<file path="config.mk">
export PLATFORM = sky130hd
export DESIGN_NAME = bitmap_find_next_set_top_flat
export DESIGN_NICKNAME = d
export VERILOG_FILES = /design/src/rtl/bfns_pkg.sv /design/src/rtl/bfns_cmd_if.sv /design/src/rtl/bfns_rsp_if.sv /design/src/rtl/bitmap_find_next_set_top.sv /design/src/rtl/bfns_word_store.sv /design/src/flat_wrapper.sv
export SDC_FILE = /design/constraint.sdc
export NUM_CORES = 1
export LEC_CHECK = 0
export ABC_AREA = 1
export CAP_MARGIN = 25
export CORE_MARGIN = 2
export CORE_UTILIZATION = 50
export CTS_BUF_LIST = sky130_fd_sc_hd__clkbuf_8
export DETAILED_ROUTE_END_ITERATION = 6
export DONT_BUFFER_PORTS = 1
export SYNTH_ARGS = -nofsm -noshare
export SYNTH_HDL_FRONTEND = slang
export SYNTH_HIERARCHICAL = 1
export SYNTH_SLANG_ARGS = --single-unit
</file>
<file path="constraint.sdc">
create_clock -name clk -period 4.5 [get_ports clk]
set_input_delay 0.225 -clock clk [delete_from_list [all_inputs] [get_ports clk]]
set_output_delay 0.225 -clock clk [all_outputs]
set_load 0.005 [all_outputs]
</file>
<file path="src/rtl/bfns_pkg.sv">
// Shared types, constants and helper functions for the bitmap find-next-set block.
// No dependencies; every other file uses this package.
package bfns_pkg;

  localparam int FUNC_W    = 3;
  localparam int POS_W     = 9;
  localparam int FPOS_W    = 8;
  localparam int CNT_W     = 9;
  localparam int WORD_BITS = 64;
  localparam int BIT_SEL_W = 6;

  localparam logic [CNT_W-1:0] CNT_MAX = {CNT_W{1'b1}};

  typedef enum logic [FUNC_W-1:0] {
    FN_SET         = 3'd0,
    FN_TEST        = 3'd1,
    FN_FIND_FIRST  = 3'd2,
    FN_FIND_AFTER  = 3'd3,
    FN_SET_FIRST_N = 3'd4,
    FN_CLEAR       = 3'd5
  } bfns_func_t;

  typedef struct packed {
    logic rd_en;
    logic wr_en;
    logic clear;
  } bfns_store_ctl_t;

  // Index of the lowest set bit of a word; 0 when the word is empty.
  function automatic logic [BIT_SEL_W-1:0] lowest_set(input logic [WORD_BITS-1:0] word);
    logic [BIT_SEL_W-1:0] idx;
    idx = '0;
    for (int i = WORD_BITS - 1; i >= 0; i--) begin
      if (word[i]) begin
        idx = BIT_SEL_W'(i);
      end
    end
    return idx;
  endfunction

endpackage

</file>
<file path="src/rtl/bfns_cmd_if.sv">
// Command channel: valid/ready handshake carrying func and position.
// Depends on bfns_pkg for field widths.
interface bfns_cmd_if;
  logic                          valid;
  logic                          ready;
  logic [bfns_pkg::FUNC_W-1:0]   func;
  logic [bfns_pkg::POS_W-1:0]    position;

  modport source(output valid, func, position, input ready);
  modport sink(input valid, func, position, output ready);
endinterface

</file>
<file path="src/rtl/bfns_rsp_if.sv">
// Response channel: valid/ready handshake carrying one result per command.
// Depends on bfns_pkg for field widths.
interface bfns_rsp_if;
  logic                          valid;
  logic                          ready;
  logic                          bit_is_set;
  logic                          found;
  logic [bfns_pkg::FPOS_W-1:0]   found_position;
  logic [bfns_pkg::CNT_W-1:0]    set_total;

  modport source(output valid, bit_is_set, found, found_position, set_total, input ready);
  modport sink(input valid, bit_is_set, found, found_position, set_total, output ready);
endinterface

</file>
<file path="src/rtl/bitmap_find_next_set_top.sv">
// Bitmap of NUM_BITS bits with a running count of set bits, driven one command at a
// time: set, test, find first, find after position, set first n, clear. One command is
// in flight at a time; the bitmap lives in a single-port word memory, and every word
// access goes through a read-issue state, then a use/write-back state. Set and test of
// an in-range bit access one word; out-of-range ones, clear and unused codes access
// none; a find scans k words (at most NUM_BITS/64, and 0 when the start lies past the
// end); set-first-n visits all NUM_BITS/64 words.
// A new command is accepted while the previous result still waits in the output
// register. No clearing pass after reset is needed. Depends on bfns_pkg, bfns_cmd_if,
// bfns_rsp_if and bfns_word_store.
module bitmap_find_next_set_top #(
  parameter int NUM_BITS = 256
) (
  input  logic          clk,
  input  logic          rst,
  bfns_cmd_if.sink      cmd,
  bfns_rsp_if.source    rsp
);
  import bfns_pkg::*;

  localparam int WORD_COUNT = NUM_BITS / WORD_BITS;
  localparam int WIDX = (WORD_COUNT > 1) ? $clog2(WORD_COUNT) : 1;
  localparam int AW = ($clog2(NUM_BITS) + 1 > POS_W + 1) ? $clog2(NUM_BITS) + 1 : POS_W + 1;
  localparam int NW = AW - BIT_SEL_W;
  localparam logic [AW-1:0]   LIMIT     = AW'(NUM_BITS);
  localparam logic [WIDX-1:0] LAST_WORD = WIDX'(WORD_COUNT - 1);

  typedef enum logic [1:0] {
    S_IDLE,
    S_READ,
    S_USE,
    S_DONE
  } state_t;

  state_t              state;
  logic [FUNC_W-1:0]   func_q;
  logic [AW-1:0]       arg;
  logic [WIDX-1:0]     wptr;
  logic                first_word;
  logic                res_is_set;
  logic                res_found;
  logic [FPOS_W-1:0]   res_fpos;
  logic [CNT_W-1:0]    count;

  bfns_store_ctl_t       store_ctl;
  logic [WORD_BITS-1:0]  rd_word;
  logic [WORD_BITS-1:0]  wr_word;
  logic                  accept;
  logic                  load;
  logic [AW-1:0]         pos_ext;
  logic [AW-1:0]         start;
  logic [AW-1:0]         n_sat;
  logic [BIT_SEL_W-1:0]  bit_sel;
  logic                  cur_bit;
  logic [WORD_BITS-1:0]  masked;
  logic [WORD_BITS-1:0]  fill;
  logic [NW-1:0]         n_word;
  logic [NW-1:0]         wptr_ext;
  logic [BIT_SEL_W-1:0]  enc;
  logic [WIDX+BIT_SEL_W:0] gidx;

  assign cmd.ready = (state == S_IDLE);
  assign accept    = cmd.valid && cmd.ready;
  assign load      = (state == S_DONE) && (!rsp.valid || rsp.ready);

  always_comb begin
    pos_ext  = AW'(cmd.position);
    start    = (cmd.func == FN_FIND_FIRST) ? '0 : pos_ext + AW'(1);
    n_sat    = (pos_ext > LIMIT) ? LIMIT : pos_ext;
    bit_sel  = arg[BIT_SEL_W-1:0];
    cur_bit  = rd_word[bit_sel];
    masked   = first_word ? (rd_word & ({WORD_BITS{1'b1}} << bit_sel)) : rd_word;
    enc      = lowest_set(masked);
    gidx     = {1'b0, wptr, enc};
    n_word   = arg[AW-1:BIT_SEL_W];
    wptr_ext = NW'(wptr);
    if (n_word > wptr_ext) begin
      fill = {WORD_BITS{1'b1}};
    end else if (n_word == wptr_ext) begin
      fill = ~({WORD_BITS{1'b1}} << bit_sel);
    end else begin
      fill = '0;
    end
    wr_word = (func_q == FN_SET) ? (rd_word | (WORD_BITS'(1) << bit_sel)) : (rd_word | fill);
    store_ctl.rd_en = (state == S_READ);
    store_ctl.wr_en = (state == S_USE) &&
                      (((func_q == FN_SET) && !cur_bit) || (func_q == FN_SET_FIRST_N));
    store_ctl.clear = accept && (cmd.func == FN_CLEAR);
  end

  bfns_word_store #(
    .WORDS (WORD_COUNT),
    .IDX_W (WIDX)
  ) u_store (
    .clk     (clk),
    .rst     (rst),
    .ctl     (store_ctl),
    .addr    (wptr),
    .wr_data (wr_word),
    .rd_data (rd_word)
  );

  always_ff @(posedge clk) begin
    if (rst) begin
      state      <= S_IDLE;
      count      <= '0;
      rsp.valid  <= 1'b0;
      func_q     <= '0;
      first_word <= 1'b0;
    end else begin
      if (rsp.valid && rsp.ready && !load) begin
        rsp.valid <= 1'b0;
      end
      case (state)
        S_IDLE: begin
          if (accept) begin
            func_q     <= cmd.func;
            res_is_set <= 1'b0;
            res_found  <= 1'b0;
            res_fpos   <= '0;
            first_word <= 1'b1;
            case (cmd.func)
              FN_SET, FN_TEST: begin
                arg  <= pos_ext;
                wptr <= pos_ext[BIT_SEL_W +: WIDX];
                state <= (pos_ext < LIMIT) ? S_READ : S_DONE;
              end
              FN_FIND_FIRST, FN_FIND_AFTER: begin
                arg  <= start;
                wptr <= start[BIT_SEL_W +: WIDX];
                state <= (start < LIMIT) ? S_READ : S_DONE;
              end
              FN_SET_FIRST_N: begin
                arg   <= n_sat;
                wptr  <= '0;
                state <= S_READ;
              end
              FN_CLEAR: begin
                count <= '0;
                state <= S_DONE;
              end
              default: begin
                state <= S_DONE;
              end
            endcase
          end
        end
        S_READ: begin
          state <= S_USE;
        end
        S_USE: begin
          first_word <= 1'b0;
          case (func_q)
            FN_SET: begin
              if (!cur_bit && (count != CNT_MAX)) begin
                count <= count + CNT_W'(1);
              end
              state <= S_DONE;
            end
            FN_TEST: begin
              res_is_set <= cur_bit;
              state      <= S_DONE;
            end
            FN_FIND_FIRST, FN_FIND_AFTER: begin
              if (masked != '0) begin
                res_found <= 1'b1;
                res_fpos  <= gidx[FPOS_W-1:0];
                state     <= S_DONE;
              end else if (wptr == LAST_WORD) begin
                state <= S_DONE;
              end else begin
                wptr  <= wptr + WIDX'(1);
                state <= S_READ;
              end
            end
            FN_SET_FIRST_N: begin
              if (wptr == LAST_WORD) begin
                count <= (arg > AW'(CNT_MAX)) ? CNT_MAX : arg[CNT_W-1:0];
                state <= S_DONE;
              end else begin
                wptr  <= wptr + WIDX'(1);
                state <= S_READ;
              end
            end
            default: begin
              state <= S_DONE;
            end
          endcase
        end
        S_DONE: begin
          // Hold the result until the output register frees up.
          if (load) begin
            rsp.valid          <= 1'b1;
            rsp.bit_is_set     <= res_is_set;
            rsp.found          <= res_found;
            rsp.found_position <= res_fpos;
            rsp.set_total      <= count;
            state              <= S_IDLE;
          end
        end
        default: begin
          state <= S_IDLE;
        end
      endcase
    end
  end

`ifndef SYNTH
  a_wptr_in_range: assert property (@(posedge clk) disable iff (rst)
    (state == S_USE) |-> (wptr <= LAST_WORD))
    else $error("word pointer beyond last word");

  a_clear_zero_total: assert property (@(posedge clk) disable iff (rst)
    (load && (func_q == FN_CLEAR)) |=> (rsp.set_total == '0))
    else $error("clear did not report an empty count");

  a_is_set_only_test: assert property (@(posedge clk) disable iff (rst)
    (load && res_is_set) |-> (func_q == FN_TEST))
    else $error("bit_is_set raised for a non-test command");

  a_found_only_find: assert property (@(posedge clk) disable iff (rst)
    (load && res_found) |-> ((func_q == FN_FIND_FIRST) || (func_q == FN_FIND_AFTER)))
    else $error("found raised for a non-find command");
`endif

endmodule

</file>
<file path="src/rtl/bfns_word_store.sv">
// Word memory of the bitmap: one shared read/write address, registered read,
// and a valid bit per word so that reset and clear empty it at once. Uses bfns_pkg.
module bfns_word_store #(
  parameter int WORDS = 4,
  parameter int IDX_W = 2
) (
  input  logic                              clk,
  input  logic                              rst,
  input  bfns_pkg::bfns_store_ctl_t         ctl,
  input  logic [IDX_W-1:0]                  addr,
  input  logic [bfns_pkg::WORD_BITS-1:0]    wr_data,
  output logic [bfns_pkg::WORD_BITS-1:0]    rd_data
);
  import bfns_pkg::*;

  logic [WORD_BITS-1:0] mem [WORDS];
  logic [WORDS-1:0]     word_valid;
  logic [WORD_BITS-1:0] rd_q;
  logic                 rd_ok;

  always_ff @(posedge clk) begin
    if (ctl.wr_en) begin
      mem[addr] <= wr_data;
    end
    if (ctl.rd_en) begin
      rd_q <= mem[addr];
    end
  end

  always_ff @(posedge clk) begin
    if (rst) begin
      word_valid <= '0;
      rd_ok      <= 1'b0;
    end else begin
      if (ctl.clear) begin
        word_valid <= '0;
      end else if (ctl.wr_en) begin
        word_valid[addr] <= 1'b1;
      end
      if (ctl.rd_en) begin
        rd_ok <= word_valid[addr];
      end
    end
  end

  // A word never written since reset or clear reads as zero.
  assign rd_data = rd_ok ? rd_q : '0;

endmodule
</file>
<file path="src/flat_wrapper.sv">
// flat-port wrapper written by rule: the top's interface ports become plain ports
module bitmap_find_next_set_top_flat import bfns_pkg::*;
#(
  parameter int NUM_BITS = 256
)
  (clk, rst, cmd_valid, cmd_func, cmd_position, cmd_ready, rsp_valid, rsp_bit_is_set, rsp_found, rsp_found_position, rsp_set_total, rsp_ready);
  bfns_cmd_if cmd_i ();
  bfns_rsp_if rsp_i ();
  input  logic clk;
  input  logic rst;
  input wire logic [$bits(cmd_i.valid)-1:0] cmd_valid;
  input wire logic [$bits(cmd_i.func)-1:0] cmd_func;
  input wire logic [$bits(cmd_i.position)-1:0] cmd_position;
  output wire logic [$bits(cmd_i.ready)-1:0] cmd_ready;
  output wire logic [$bits(rsp_i.valid)-1:0] rsp_valid;
  output wire logic [$bits(rsp_i.bit_is_set)-1:0] rsp_bit_is_set;
  output wire logic [$bits(rsp_i.found)-1:0] rsp_found;
  output wire logic [$bits(rsp_i.found_position)-1:0] rsp_found_position;
  output wire logic [$bits(rsp_i.set_total)-1:0] rsp_set_total;
  input wire logic [$bits(rsp_i.ready)-1:0] rsp_ready;
  assign cmd_i.valid = cmd_valid;
  assign cmd_i.func = cmd_func;
  assign cmd_i.position = cmd_position;
  assign cmd_ready = cmd_i.ready;
  assign rsp_valid = rsp_i.valid;
  assign rsp_bit_is_set = rsp_i.bit_is_set;
  assign rsp_found = rsp_i.found;
  assign rsp_found_position = rsp_i.found_position;
  assign rsp_set_total = rsp_i.set_total;
  assign rsp_i.ready = rsp_ready;
  bitmap_find_next_set_top #(.NUM_BITS(NUM_BITS)) u_core (.clk(clk), .rst(rst), .cmd(cmd_i), .rsp(rsp_i));
endmodule
</file>
==> results.json, run 1 <==
{
  "comb_power_share_pct": 18.2,
  "detail_route.wl_per_cell_um": 23.5,
  "nFillCells": 3011,
  "first_pass_iters": 7,
  "status": "complete, no violations",
  "synth_ff_type": "edfxtp_1",
  "synthTopCellsByArea": "edfxtp_1 (62%), nand2_1 (8.2%), a22oi_1 (5.4%), inv_1 (4.0%), nor2_1 (3.4%)",
  "path_class": "reg2reg",
  "regArea_um2": 11300,
  "die_w_um": 191,
  "synth_area_leader_cell": "edfxtp_1",
  "min_path_type": "in2reg",
  "worst-path-max-fanout": 4,
  "vias": 13511,
  "cp_slowest_stage_delay_ns": 0.46,
  "yosysTopAreaCellShare_pct": 61.8,
  "hold_viol_final": 0,
  "design_area_um2": 19900,
  "grt_pass1_wl_um": 79400,
  "power.density_nw_per_um2": 429,
  "area_growth_syn_to_layout_pct": 13.7,
  "drc": 0,
  "hold_end": "u_core/arg[6]",
  "final_common_cell": "nand2_1",
  "r2r-start": "u_core/arg[3]",
  "p_clk_share_pct": 30.8,
  "wl_um": 53900,
  "synth_edf_count": 361,
  "design.core.area_um2": 34500,
  "cts.sink_count": 382,
  "avgSynthCellArea_um2": 10.4,
  "rsz0062_at_grt": "yes",
  "clkTransAtPathRegs_ns": 0.07,
  "cts_tree": "built",
  "reg2reg_depth": 66,
  "whs_path_depth": 4,
  "dieArea_um2": 36600,
  "vdd_drop_max_v": 0.000316,
  "port_buffers": 0,
  "place_area_um2": 18700,
  "p_switching_uw": 2500,
  "gp_congestion": 1.06,
  "final.setup.tns_ns": 0,
  "layout_setup_ws_ns": 0.000973,
  "cts_buffers": 60,
  "synth_cell_types": 49,
  "pre_cts_slack_ns": 0.0443,
  "async_flop_share_pct": 0,
  "p_seq_share_pct": 51.0,
  "drt_iter0_drc": 1422,
  "drv_slew": 0,
  "grt_overflow": 0,
  "grt_max_degree": 67,
  "post_drt_via_cell_ratio": 5.88,
  "multiInputGateArea_um2": 5280,
  "max_freq_ghz": 0.222,
  "end_kind": "flip-flop",
  "netlist_area_um2": 17500,
  "synth-seq-cells": 382,
  "r2r_slack_ns": 0.001,
  "setup_violations": 0,
  "synth_cells": 1694,
  "grtUsageTotal_pct": 29.6,
  "layout_common_cells": "nand2_1 (379), edfxtp_1 (361), inv_1 (199)",
  "cp_slowest_cell": "edfxtp_1",
  "clockBufferDepth": 3,
  "cp.required_ns": 5.00,
  "start_util_pct": 50.8,
  "path_common_cell": "nand2_1",
  "switching_share_pct": 29.2,
  "clk_latency_ns": 0.66,
  "leakage_uw": 0.00787,
  "cp.arrival_ns": 5.00,
  "drtAntennaViolNets": 0,
  "ys_warn_count": 6,
  "grt_pass1_vias": 12852,
  "fin_worst_skew_ns": 0.0354,
  "syn-num-nets": 1717,
  "p_int_uw": 6060,
  "fin_util_pct": 57.7,
  "r2r-end": "u_core/res_fpos[0]",
  "hp-start": "cmd_position[6]",
  "cap_violations": 0,
  "n_antenna_cell": 0,
  "fp.dieH_um": 191,
  "root_buffer": "clkbuf_8",
  "fin_crit_ns": 4.50,
  "htree_levels": 2,
  "final_cells": 2296,
  "maxSlewHeadroom_pct": 30.3,
  "drive_gt1_share_pct": 11.6,
  "cp-start-kind": "flip-flop",
  "dp.cells": 2175,
  "synth_seq_area_share_pct": 64.2,
  "hpwl_um": 38700,
  "period_share_pct": 100,
  "io_pins": 37,
  "rows": 68,
  "grt_antenna_before_repair": 0,
  "worst_pin_slew_ns": 1.04,
  "nets": 1818
}
==> timing repair <==
action                                  in CTS  in global routing
endpoints found under the setup margin       0                  1
hold buffers                                10                  0
endpoints found under the hold margin       46                  0
setup buffers                                0                  2
gates resized for setup                      0                  9
==> worst max path at each step <==
stage	slack, ns	end	from
6_report	0.001	u_core/res_fpos[0]	u_core/arg[3]
5_1_grt	-0.63	u_core/res_fpos[0]	u_core/arg[3]
4_1_cts	0.005	u_core/res_fpos[0]	u_core/arg[3]
3_5_place_dp	0.04	u_core/res_fpos[0]	u_core/arg[3]
3_3_place_gp	0.02	u_core/res_fpos[0]	u_core/arg[3]
2_1_floorplan	0.42	u_core/u_store/mem[1][0]	u_core/arg[1]
==> sequential cells by signal, indices dropped and copies added, names as in the netlist <==
register / count
u_core/state: 2
u_core/rsp.set_total: 9
u_core/count: 9
u_core/rsp.bit_is_set: 1
u_core/rsp.found: 1
u_core/res_fpos: 8
u_core/u_store/rd_q: 64
u_core/first_word: 1
u_core/u_store/rd_ok: 1
u_core/u_store/mem: 256
u_core/wptr: 2
u_core/func_q: 3
u_core/res_is_set: 1
u_core/rsp.found_position: 8
u_core/u_store/word_valid: 4
u_core/arg: 10
u_core/res_found: 1
u_core/rsp.valid: 1
==> area by class of cell <==
| type | count | share of cell area (%) |
|---|---|---|
| tap | 455 | 2.85 |
| inverter | 196 | 3.69 |
| sequential | 382 | 56.5 |
| clock buffer | 63 | 4.35 |
| multi-input combinational | 1044 | 26.5 |
| timing repair buffer | 111 | 5.09 |
| clock inverter | 45 | 1.10 |
==> power by group through the flow <==
stage	sequential [uW]	clock (uW)	combinational, uW
after global placement	4440	0	1490
after global routing	4380	2850	1710
after floorplan	4410	0	949
after detailed placement	4440	0	1500
final	4370	2640	1560
after CTS	4370	2710	1520
==> worst max-delay path: cells and delay by family (launching register included) <==
kind	cells	cell delay (ns)
DFF	1	0.46
AOI/OAI and AO/OA	1	0.14
and+or+nand+nor	65	3.77
==> metal layers <==
| metal | up-vias | share of wire [%] | track usage, % |
|---|---|---|---|
| met5 | - | 0 | 0 |
| met4 | 0 | 3.4 | 11.9 |
| met3 | 121 | 7.4 | 4.55 |
| met2 | 586 | 45 | 45.2 |
| met1 | 6606 | 44 | 42.7 |
| li1 | 6198 | - | - |
==> stage by stage <==
stage	total power, uW	hold slack [ns]
after detailed placement	5940	0.301
after CTS	8600	0.00316
after global placement	5930	0.297
final	8570	0.0608
after global routing	8940	0.0508
after floorplan	5360	0.391
==> cells in the mapped netlist (all sizes together), types with 2 or more instances <==
library cell and number:
o31ai 5, nand3 24, dfxtp 21, a31oi 13, o21bai 4, inv 194, a21oi 105, nand4 18
a22oi 125, nor3 24, a311oi 2, o21ai 102, a211oi 7, clkbuf 38, o211ai 30, xnor2 3
nand3b 3, edfxtp 361, clkinv 2, ha 7, a221oi 4, nor2 158, buf 34, a221o 4
o221ai 3, nand2 389
==> kinds of logic (layout without fill, tap and decap cells) <==
group | count (synthesis) | count (layout) | synth area share [%]
compound gates | 413 | 413 | 14.9
flops | 382 | 382 | 64.2
simple gates | 620 | 620 | 14.2
xor+xnor | 4 | 4 | 0.200
fa+ha+maj | 7 | 7 | 0.499
buf+inv | 268 | 415 | 6.07
Note: power is estimated with default switching activity, not from simulation.
==> run 2, diff against run 1 <==
- ABC_AREA: 1 -> unset
==> run 2 against run 1 <==
  * Area after synthesis up 8.8%
  * Fmax up 6.7%
  * Via count up 1.3%
  * Die area up 8.6%
  * Wire length up 9.5%
  * Critical endpoint is now u_core/u_store/mem[1][50]
==> results.json, run 2 <==
{
  "netlist_area_um2": 19100,
  "r2r_slack_ns": 0.28,
  "setup_violations": 0,
  "start_util_pct": 50.7,
  "path_depth": 8,
  "r2r-end": "u_core/u_store/mem[1][50]",
  "busiest_layer": "met2",
  "critPathCapture": "u_core/u_store/mem[1][50]",
  "cap_violations": 0,
  "drtAntennaViolNets": 0,
  "status": "complete, no violations",
  "path_class": "reg2reg",
  "grtUsageTotal_pct": 30.3,
  "grt_overflow": 0,
  "async_flop_share_pct": 0,
  "synth_common_cells": "edfxtp_1 (361), nand2_1 (101), o21ai_0 (95)",
  "grtUsageMet2_pct": 45.6,
  "worst-path-max-fanout": 20,
  "drt_iter0_drc": 1434,
  "period_share_pct": 93.7,
  "min_path_type": "in2reg",
  "cp-start-kind": "flip-flop",
  "worstPathBufferInverterCount": 2,
  "fin_crit_ns": 4.22,
  "wl_um": 59100,
  "crit_chain": "buf_12 > mux4_1 > mux4_2 > nor2_1 > nor3_1 > a21oi_1 > and3b_4 > buf_4",
  "max_freq_ghz": 0.237,
  "grt_antenna_before_repair": 0,
  "htree_levels": 2,
  "port_buffers": 0,
  "die_w_um": 199,
  "synthTopCellsByArea": "edfxtp_1 (57%), mux4_1 (10%), o21ai_0 (2.5%), and2_1 (2.3%), a21oi_1 (2.2%)",
  "cp.required_ns": 4.85,
  "post_drt_via_cell_ratio": 6.55,
  "clk_latency_ns": 0.67,
  "use_met3_pct": 6.23,
  "reg2reg_depth": 8,
  "synth_cell_types": 93,
  "layout_common_cells": "edfxtp_1 (361), nand2_1 (101), o21ai_0 (95)",
  "regArea_um2": 11300,
  "io_pins": 37,
  "hpwl_um": 40900,
  "final.setup.tns_ns": 0,
  "synth_area_leader_cell": "edfxtp_1",
  "synth-seq-cells": 382,
  "gp_congestion": 1.05,
  "synth_ff_type": "edfxtp_1",
  "fp.dieH_um": 199,
  "design_area_um2": 21500,
  "cts.sink_count": 382,
  "avgSynthCellArea_um2": 13.3,
  "r2r-start": "u_core/arg[0]",
  "synth_cells": 1437,
  "synth_seq_area_share_pct": 59.0,
  "rsz0062_at_grt": "no",
  "cp_slowest_cell": "edfxtp_1",
  "cp_slowest_stage_delay_ns": 0.84,
  "dieArea_um2": 39700,
  "vias": 13693,
  "largest_register": "u_core/u_store/mem",
  "area_growth_syn_to_layout_pct": 12.5,
  "largestRegisters": "u_core/u_store/mem (256), u_core/u_store/rd_q (64), u_core/arg (10)",
  "clkTransAtPathRegs_ns": 0.06,
  "maxSlewHeadroom_pct": 24.7,
  "yosysTopAreaCellShare_pct": 56.8,
  "synth_edf_count": 361,
  "place_area_um2": 20100,
  "synth_most_common_cell": "edfxtp_1",
  "worst_pin_slew_ns": 1.12,
  "grt_max_degree": 66,
  "ys_warn_count": 6,
  "grt_pass1_wl_um": 87200,
  "detail_route.wl_per_cell_um": 28.2,
  "drive_gt1_share_pct": 13.1,
  "largest_reg_flops": 256,
  "syn-num-nets": 1460,
  "drc": 0,
  "multiInputGateArea_um2": 7280,
  "power.density_nw_per_um2": 364,
  "hold_viol_final": 0,
  "nFillCells": 3158,
  "vdd_drop_max_v": 0.000348,
  "grtUsageMet1_pct": 42.5,
  "cts_tree": "built",
  "final_common_cell": "edfxtp_1",
  "fin_worst_skew_ns": 0.0282,
  "root_buffer": "clkbuf_8",
  "nets": 1553,
  "grt_pass1_vias": 13312,
  "rows": 71,
  "leakage_uw": 0.00744,
  "clockBufferDepth": 3,
  "cp.arrival_ns": 4.57,
  "cts_buffers": 60,
  "ctsHoldBuffers": 26,
  "first_pass_iters": 7,
  "end_kind": "flip-flop",
  "drv_slew": 0,
  "crit_family": "multiplexers",
  "design.core.area_um2": 37700,
  "cp-startpoint": "u_core/arg[0]",
  "post_cts_buffers": 0,
  "cts_resized": 0
}
run 2: cell types whose count changed after synthesis, moves of 15 or more:
| cell | before | now |
|---|---|---|
| nor2_1 | 157 | 90 |
| a22oi_1 | 125 | 5 |
| nand2_1 | 384 | 101 |
| a21oi_1 | 104 | 84 |
| nand3_1 | 24 | 48 |
| and2_1 | 0 | 70 |
| o21a_1 | 0 | 15 |
| mux4_1 | 0 | 73 |
| inv_1 | 185 | 22 |
run 2: per-stage QoR:
stage,worst slack [ns],power (uW),util [%],hold WS (ns),instances
floorplan,0.196,4760,-,0.373,1437
finish,0.283,7810,57.0,0.0482,2091
detailed placement,0.395,5130,53.4,0.302,1953
CTS,0.401,7880,57.0,0.00892,2089
global placement,0.497,5110,53.3,0.298,1950
global route,0.221,8100,57.0,0.0431,2089
run 2: layout make-up:
| class | instances | area share (%) |
|---|---|---|
| diodes | 2 | 0.0233 |
| inverters | 24 | 0.420 |
| multi-input cells | 943 | 33.9 |
| clock buffers | 60 | 3.85 |
| flip-flops and latches | 382 | 52.4 |
| well taps | 511 | 2.98 |
| repair buffers | 119 | 5.08 |
| clock inverters | 50 | 1.31 |
run 2: layer usage:
metal  share of wire (%)  vias up
met1                  43     6813
met2                  45      712
met5                   0        -
li1                    -     6009
met4                 4.3        0
met3                 8.1      159
run 2: worst min-delay path by stage:
stage / cells past startpoint / slack [ns] / start / to
final: 3 / 0.05 / cmd_position[1] / u_core/arg[1]
after global routing: 3 / 0.04 / cmd_position[1] / u_core/arg[1]
after CTS: 4 / 0.009 / cmd_position[3] / u_core/arg[9]
after detailed placement: 1 / 0.30 / rst / u_core/func_q[1]
after global placement: 1 / 0.30 / rst / u_core/func_q[0]
after floorplan: 2 / 0.37 / cmd_func[0] / u_core/func_q[0]
run 2: logic make-up after synthesis:
family	share of synthesized area [%]
AOI/OAI and AO/OA	13.8
xor gates and xnor gates	0.367
adders and majority gates	0.459
buffers and inverters	3.03
DFF	59.0
muxes	11.1
and+or+nand+nor	12.3
run 2: worst min-delay path: stages:
cell,delay [ns]
inv_1,0.05
ha_1,0.12
a22o_1,0.17
run 2: report_power, final:
part | switching [uW] | total, uW | leakage [uW] | internal, uW
registers | 59.0 | 4200 | 0.00349 | 4140
logic | 623 | 906 | 0.00333 | 282
clock network | 1340 | 2710 | 0.000626 | 1370
total | 2020 | 7810 | 0.00744 | 5790
